==> config.mk <==
export PLATFORM = sky130hd
export DESIGN_NAME = bpl_cell
export DESIGN_NICKNAME = d
export VERILOG_FILES = /design/src/rtl/core/assert_macros.svh /design/src/rtl/core/bpl_pkg.sv /design/src/rtl/core/bpl_cell.sv
export SDC_FILE = /design/constraint.sdc
export NUM_CORES = 1
export LEC_CHECK = 0
export BUFFER_PORTS_ARGS = -buffer_cell sky130_fd_sc_hd__buf_2
export CORE_ASPECT_RATIO = 1.1
export CORE_MARGIN = 2
export CORE_UTILIZATION = 45
export DETAILED_ROUTE_END_ITERATION = 12
export HOLD_SLACK_MARGIN = 0.15
export PLACE_DENSITY = 0.67
export SLEW_MARGIN = 20
export SYNTH_ARGS = -nofsm -noshare
export SYNTH_HDL_FRONTEND = slang
export SYNTH_SLANG_ARGS = --single-unit
==> constraint.sdc <==
create_clock -name i_clk -period 11.94 [get_ports i_clk]
set_input_delay 1.194 -clock i_clk [delete_from_list [all_inputs] [get_ports i_clk]]
set_output_delay 1.194 -clock i_clk [all_outputs]
set_load 0.01 [all_outputs]
==> src/rtl/core/assert_macros.svh <==
// assertion macros shared by the breakpoint list rtl
// used by files that include it; expects i_clk and i_rst_n in scope
`ifndef ASSERT_MACROS_SVH
`define ASSERT_MACROS_SVH
`ifndef SYNTHESIS
`define BPL_ASSERT(label, prop, msg) \
    label: assert property (@(posedge i_clk) disable iff (!i_rst_n) (prop)) else $error(msg);
`define BPL_ASSERT_NEXT(label, ante, cons, msg) \
    label: assert property (@(posedge i_clk) disable iff (!i_rst_n) (ante) |=> (cons)) \
        else $error(msg);
`else
`define BPL_ASSERT(label, prop, msg)
`define BPL_ASSERT_NEXT(label, ante, cons, msg)
`endif
`endif

==> src/rtl/core/bpl_pkg.sv <==
// shared types and constants of the sorted breakpoint list
// no dependencies
package bpl_pkg;

    localparam int DEPTH        = 16;
    localparam int TIME_BITS    = 48;
    localparam int CNT_BITS     = $clog2(DEPTH + 1);
    localparam int KIND_BITS    = 2;
    localparam int STATUS_BITS  = 4;
    localparam int CFG_IDX_BITS = 1;

    localparam logic [TIME_BITS-1:0] FINAL_RESET = TIME_BITS'(1000000);

    // word kinds
    localparam logic [KIND_BITS-1:0] KIND_INSERT  = 2'd0;
    localparam logic [KIND_BITS-1:0] KIND_POP     = 2'd1;
    localparam logic [KIND_BITS-1:0] KIND_RESTART = 2'd2;

    // config register indexes
    localparam logic [CFG_IDX_BITS-1:0] CFG_TOL   = 1'b0;
    localparam logic [CFG_IDX_BITS-1:0] CFG_FINAL = 1'b1;

    // result status codes
    localparam logic [STATUS_BITS-1:0] ST_INSERTED  = 4'd0;
    localparam logic [STATUS_BITS-1:0] ST_REPLACED  = 4'd1;
    localparam logic [STATUS_BITS-1:0] ST_SKIP_NEAR = 4'd2;
    localparam logic [STATUS_BITS-1:0] ST_APPENDED  = 4'd3;
    localparam logic [STATUS_BITS-1:0] ST_SKIP_END  = 4'd4;
    localparam logic [STATUS_BITS-1:0] ST_POPPED    = 4'd5;
    localparam logic [STATUS_BITS-1:0] ST_RELOADED  = 4'd6;
    localparam logic [STATUS_BITS-1:0] ST_FULL      = 4'd7;
    localparam logic [STATUS_BITS-1:0] ST_RESTARTED = 4'd8;

    // list operation broadcast to every cell
    typedef enum logic [2:0] {
        OP_NONE,
        OP_REPLACE,
        OP_INSERT,
        OP_APPEND,
        OP_POP,
        OP_RELOAD,
        OP_RESTART
    } t_op;

    // per cell control from the top level
    typedef struct packed {
        t_op  op;
        logic valid;        // cell holds a live entry
        logic at_end;       // cell is the first free slot
        logic is_last;      // cell holds the last live entry
        logic right_valid;  // right neighbor holds a live entry
        logic pos0;
        logic pos1;
    } t_cell_ctl;

    // search chain passed left to right
    typedef struct packed {
        logic any_gt;       // some earlier entry is later than the time
        logic near;         // left neighbor is within tolerance
    } t_link;

    // per cell result of the search
    typedef struct packed {
        logic first;        // first entry later than the time
        logic rep;          // first later entry within tolerance
        logic skn;          // entry before first later one within tolerance
        logic last_near;    // last entry within tolerance
    } t_cell_flag;

endpackage

==> src/rtl/core/bpl_cell.sv <==
// one slot of the breakpoint chain: holds an entry, compares it, shifts
// depends on bpl_pkg
module bpl_cell import bpl_pkg::*; (
    input  logic                 i_clk,
    input  logic                 i_rst_n,
    input  t_cell_ctl            i_ctl,
    input  logic [TIME_BITS-1:0] i_time,
    input  logic [TIME_BITS-1:0] i_tol,
    input  logic [TIME_BITS-1:0] i_final,
    input  logic [TIME_BITS-1:0] i_left_entry,
    input  logic [TIME_BITS-1:0] i_right_entry,
    input  t_link                i_link,
    output t_link                o_link,
    output t_cell_flag           o_flag,
    output logic [TIME_BITS-1:0] o_entry
);

    logic [TIME_BITS-1:0] r_entry;
    logic [TIME_BITS-1:0] n_entry;
    logic                 r_gt;
    logic                 r_near;
    logic [TIME_BITS:0]   w_up;
    logic [TIME_BITS-1:0] w_dn;
    logic                 w_gt;
    logic                 w_near;
    logic                 w_first;

    // borrow of time - entry means the entry is later
    assign w_up   = {1'b0, i_time} - {1'b0, r_entry};
    assign w_dn   = r_entry - i_time;
    assign w_gt   = w_up[TIME_BITS];
    assign w_near = w_gt ? (w_dn <= i_tol) : (w_up[TIME_BITS-1:0] <= i_tol);

    always_ff @(posedge i_clk) begin
        if (!i_rst_n) begin
            r_gt   <= 1'b0;
            r_near <= 1'b0;
        end else begin
            r_gt   <= i_ctl.valid & w_gt;
            r_near <= w_near;
        end
    end

    assign w_first = r_gt & ~i_link.any_gt;

    always_comb begin
        n_entry = r_entry;
        case (i_ctl.op)
            OP_REPLACE: begin
                if (w_first) n_entry = i_time;
            end
            OP_INSERT: begin
                if (w_first) begin
                    n_entry = i_time;
                end else if (i_link.any_gt && (i_ctl.valid || i_ctl.at_end)) begin
                    n_entry = i_left_entry;
                end
            end
            OP_APPEND: begin
                if (i_ctl.at_end) n_entry = i_time;
            end
            OP_POP: begin
                if (i_ctl.valid && i_ctl.right_valid) n_entry = i_right_entry;
            end
            OP_RELOAD: begin
                if (i_ctl.pos0) n_entry = i_right_entry;
                else if (i_ctl.pos1) n_entry = i_final;
            end
            OP_RESTART: begin
                if (i_ctl.pos0) n_entry = '0;
                else if (i_ctl.pos1) n_entry = i_final;
            end
            default: n_entry = r_entry;
        endcase
    end

    // only the two head slots have a defined value after reset
    always_ff @(posedge i_clk) begin
        if (!i_rst_n) begin
            if (i_ctl.pos0) r_entry <= '0;
            else if (i_ctl.pos1) r_entry <= FINAL_RESET;
        end else begin
            r_entry <= n_entry;
        end
    end

    assign o_link.any_gt    = i_link.any_gt | r_gt;
    assign o_link.near      = r_near;
    assign o_flag.first     = w_first;
    assign o_flag.rep       = w_first & r_near;
    assign o_flag.skn       = w_first & i_link.near;
    assign o_flag.last_near = i_ctl.is_last & r_near;
    assign o_entry          = r_entry;

endmodule

==> flow_summary.toml <==
[detailed_routing]
vias = 12500
ant_nets = 0
wirelength_um = 45300
drt_first_pass_iters = 6
wl_per_cell_um = 22.1
drcViolationCount = 0
viasPerCell = 6.08
drt_iter0_drc = 1090

[grt]
antenna_found_initial = 5
first_global_vias = 11800
grt_pass1_wl_um = 67700
grt_max_degree = 98
grt_use_total = 0.332
grt.overflow.total = 0

[worst_setup_path]
r2r.worst_path.cells = 19
worstPathMaxFanout = 13
endpoint = "r_near"
crit_required_ns = 12.15
startpoint_type = "input port"
rrSetupSlack_ns = 6.66
cp-end-kind = "flop"
worstReg2RegStart = "o_entry[0]"
path_class = "in2reg"
startpoint = "i_time[7]"
arrival_ns = 6.03
reg2reg_to = "r_near"

[worst_hold_path]
whs_path_depth = 4
hold_path_class = "reg2reg"

[run]
drv_cap = 0

[placed_design]
dp.cells = 2043
hpwlAfterDp_um = 37500
place_congestion = 0.958
port-buffer-count = 306

[synth]
synth_cells = 1504
synth-compound-area-share = 0.353
seq_area_frac_synth = 0.132
synth_cell_types = 75
synth_top_family_by_area = "compound AO/OA/AOI/OAI gates"
yosys.area_share.simple = 0.132
synthArstFlopShare = 0
synth_edf_count = 48
synth_flop_cell = "edfxtp_1"
synthAdderAreaFrac = 0.216
avgSynthCellArea_um2 = 7.45
ys_ff_latch = 50
syn_area_mm2 = 0.0112
yosys_warnings = 0
muxShareOfSynthArea = 0.00279
syn_nets = 1949
synth_xor_area_frac = 0.0711

[die]
die_x_um = 154
initial_core_util = 0.458
die-area_mm2 = 0.0262
io_pins = 307
rows = 60
core_mm2 = 0.0245
die_h_um = 169

[clock_network]
cts_tree = "yes"
post-cts-setup-buffers = 0
cts.sinks = 50
clkTransAtPathRegs_ns = 0.09
cts-root-buf = "clkbuf_16"
cts.path.max_buffers = 2
clk_latency_ns = 0.32
cts_resized = 0
cts.htree.levels = 2
holdBufCountCts = 0
cts_made_buffers = 5

[sta]
holdWs_ns = 0.897
finalCriticalPeriod_ns = 5.82
clock_skew_ns = 0.00575
fin_tns_setup_ns = 0
final-max-slew-violation-count = 0
tightest_slew_ns = 0.951
rsz0062_at_grt = "false"
relSlewSlack = 0.366
finalHoldViolations = 0
fmax_ghz = 0.172
period_share = 0.488
setup_viol = 0

[pwr]
power_density_mw_per_mm2 = 112
leakagePower_nw = 6.59
vdd_drop_max_uv = 63.5

[finish]
final_common_cell = "buf_2"
layout_common_cells = "306 x buf_2, 194 x a21oi_1, 190 x ha_1"
fin_cells = 2054
syn_to_final_growth_pct = 16.3
nets = 2185
drive_gt1_frac = 0.203

[outcome]
status = "completed"
==> layout make-up <==
cell class | instances | area, µm²
Multi-Input combinational cell | 1192 | 8720
Clock buffer | 5 | 125
Clock inverter | 3 | 47.5
Timing Repair Buffer | 314 | 1590
Inverter | 177 | 664
Antenna cell | 3 | 7.51
Fill cell | 2472 | 11400
Tap cell | 310 | 388
Sequential cell | 50 | 1480
==> power by group <==
part           switching [W]  internal [W]
Sequential         0.0000242      0.000220
Combinational       0.000615      0.000408
Clock              0.0000894      0.000101
Total               0.000729      0.000729
==> layer usage <==
metal	track usage	share of wire	up-vias
met3	0.0416	0.074	84
li1	-	-	5943
met1	0.435	0.42	5817
met2	0.571	0.48	643
met5	0	0.00060	-
met4	0.103	0.031	4
==> cells by family (layout without fill, tap and decap cells) <==
logic type	Yosys count	count (layout)
compound gates	613	613
simple gates	293	293
buf+inv	262	499
fa+ha+maj	192	192
xor+xnor	91	91
flops	50	50
mux	3	3
other cells	0	3
==> synthesized netlist by cell type (8+ instances only) <==
cell	instances	area [µm²]
a21oi_1	196	981
ha_1	190	2380
inv_1	177	664
o21ai_0	112	561
nand2_1	103	387
a22oi_1	89	668
a21o_1	82	616
xnor2_1	57	499
clkbuf_1	56	210
nand4_1	49	307
edfxtp_1	48	1440
nor2_1	48	180
xor2_1	34	298
o21bai_1	28	210
nor2b_1	17	106
buf_2	13	65.1
nor3_1	12	60.1
o21ai_1	12	60.1
o21a_1	11	82.6
nand2b_1	9	56.3
nand3_1	9	45.0
a211oi_1	8	60.1
and2_1	8	50.1
o211ai_1	8	60.1
==> how the worst min path moves through the flow <==
stage / from / end / slack, ns
finish: o_entry[28] / o_entry[28] / 0.90
global route: o_entry[47] / o_entry[47] / 0.95
CTS: o_entry[47] / o_entry[47] / 0.90
detailed placement: o_entry[40] / o_entry[40] / 0.87
global placement: o_entry[42] / o_entry[42] / 0.83
floorplan: o_entry[47] / o_entry[47] / 0.84
==> critical path, stage by stage <==
cell and delay, ns:
buf_2 0.12, inv_1 0.05, ha_1 0.53, nand4_1 0.14
a2111oi_1 0.65, a211oi_1 0.21, o21ai_2 0.26, o31ai_2 0.15
o311ai_4 0.32, nand3_2 0.23, o21bai_1 0.23, xnor2_1 0.13
ha_1 0.32, nand4_1 0.18, nor4_1 0.64, nand2_1 0.10
o21ai_0 0.17, a21oi_1 0.09, mux2_1 0.30
==> metrics by stage <==
step	total power, W	area [µm²]	setup WS [ns]	utilization
final	0.00146	13000	6.12	0.532
after global routing	0.00156	13000	5.69	0.532
after CTS	0.00144	13000	6.28	0.532
after detailed placement	0.00125	12800	5.96	0.525
after global placement	0.00124	12800	5.96	0.525
after floorplan	0.000941	11200	6.94	-
==> registers in the layout (all words and copies together), names as in the netlist <==
register / count
o_entry: 48
r_gt: 1
r_near: 1
Note: power is estimated with default switching activity, not from simulation.
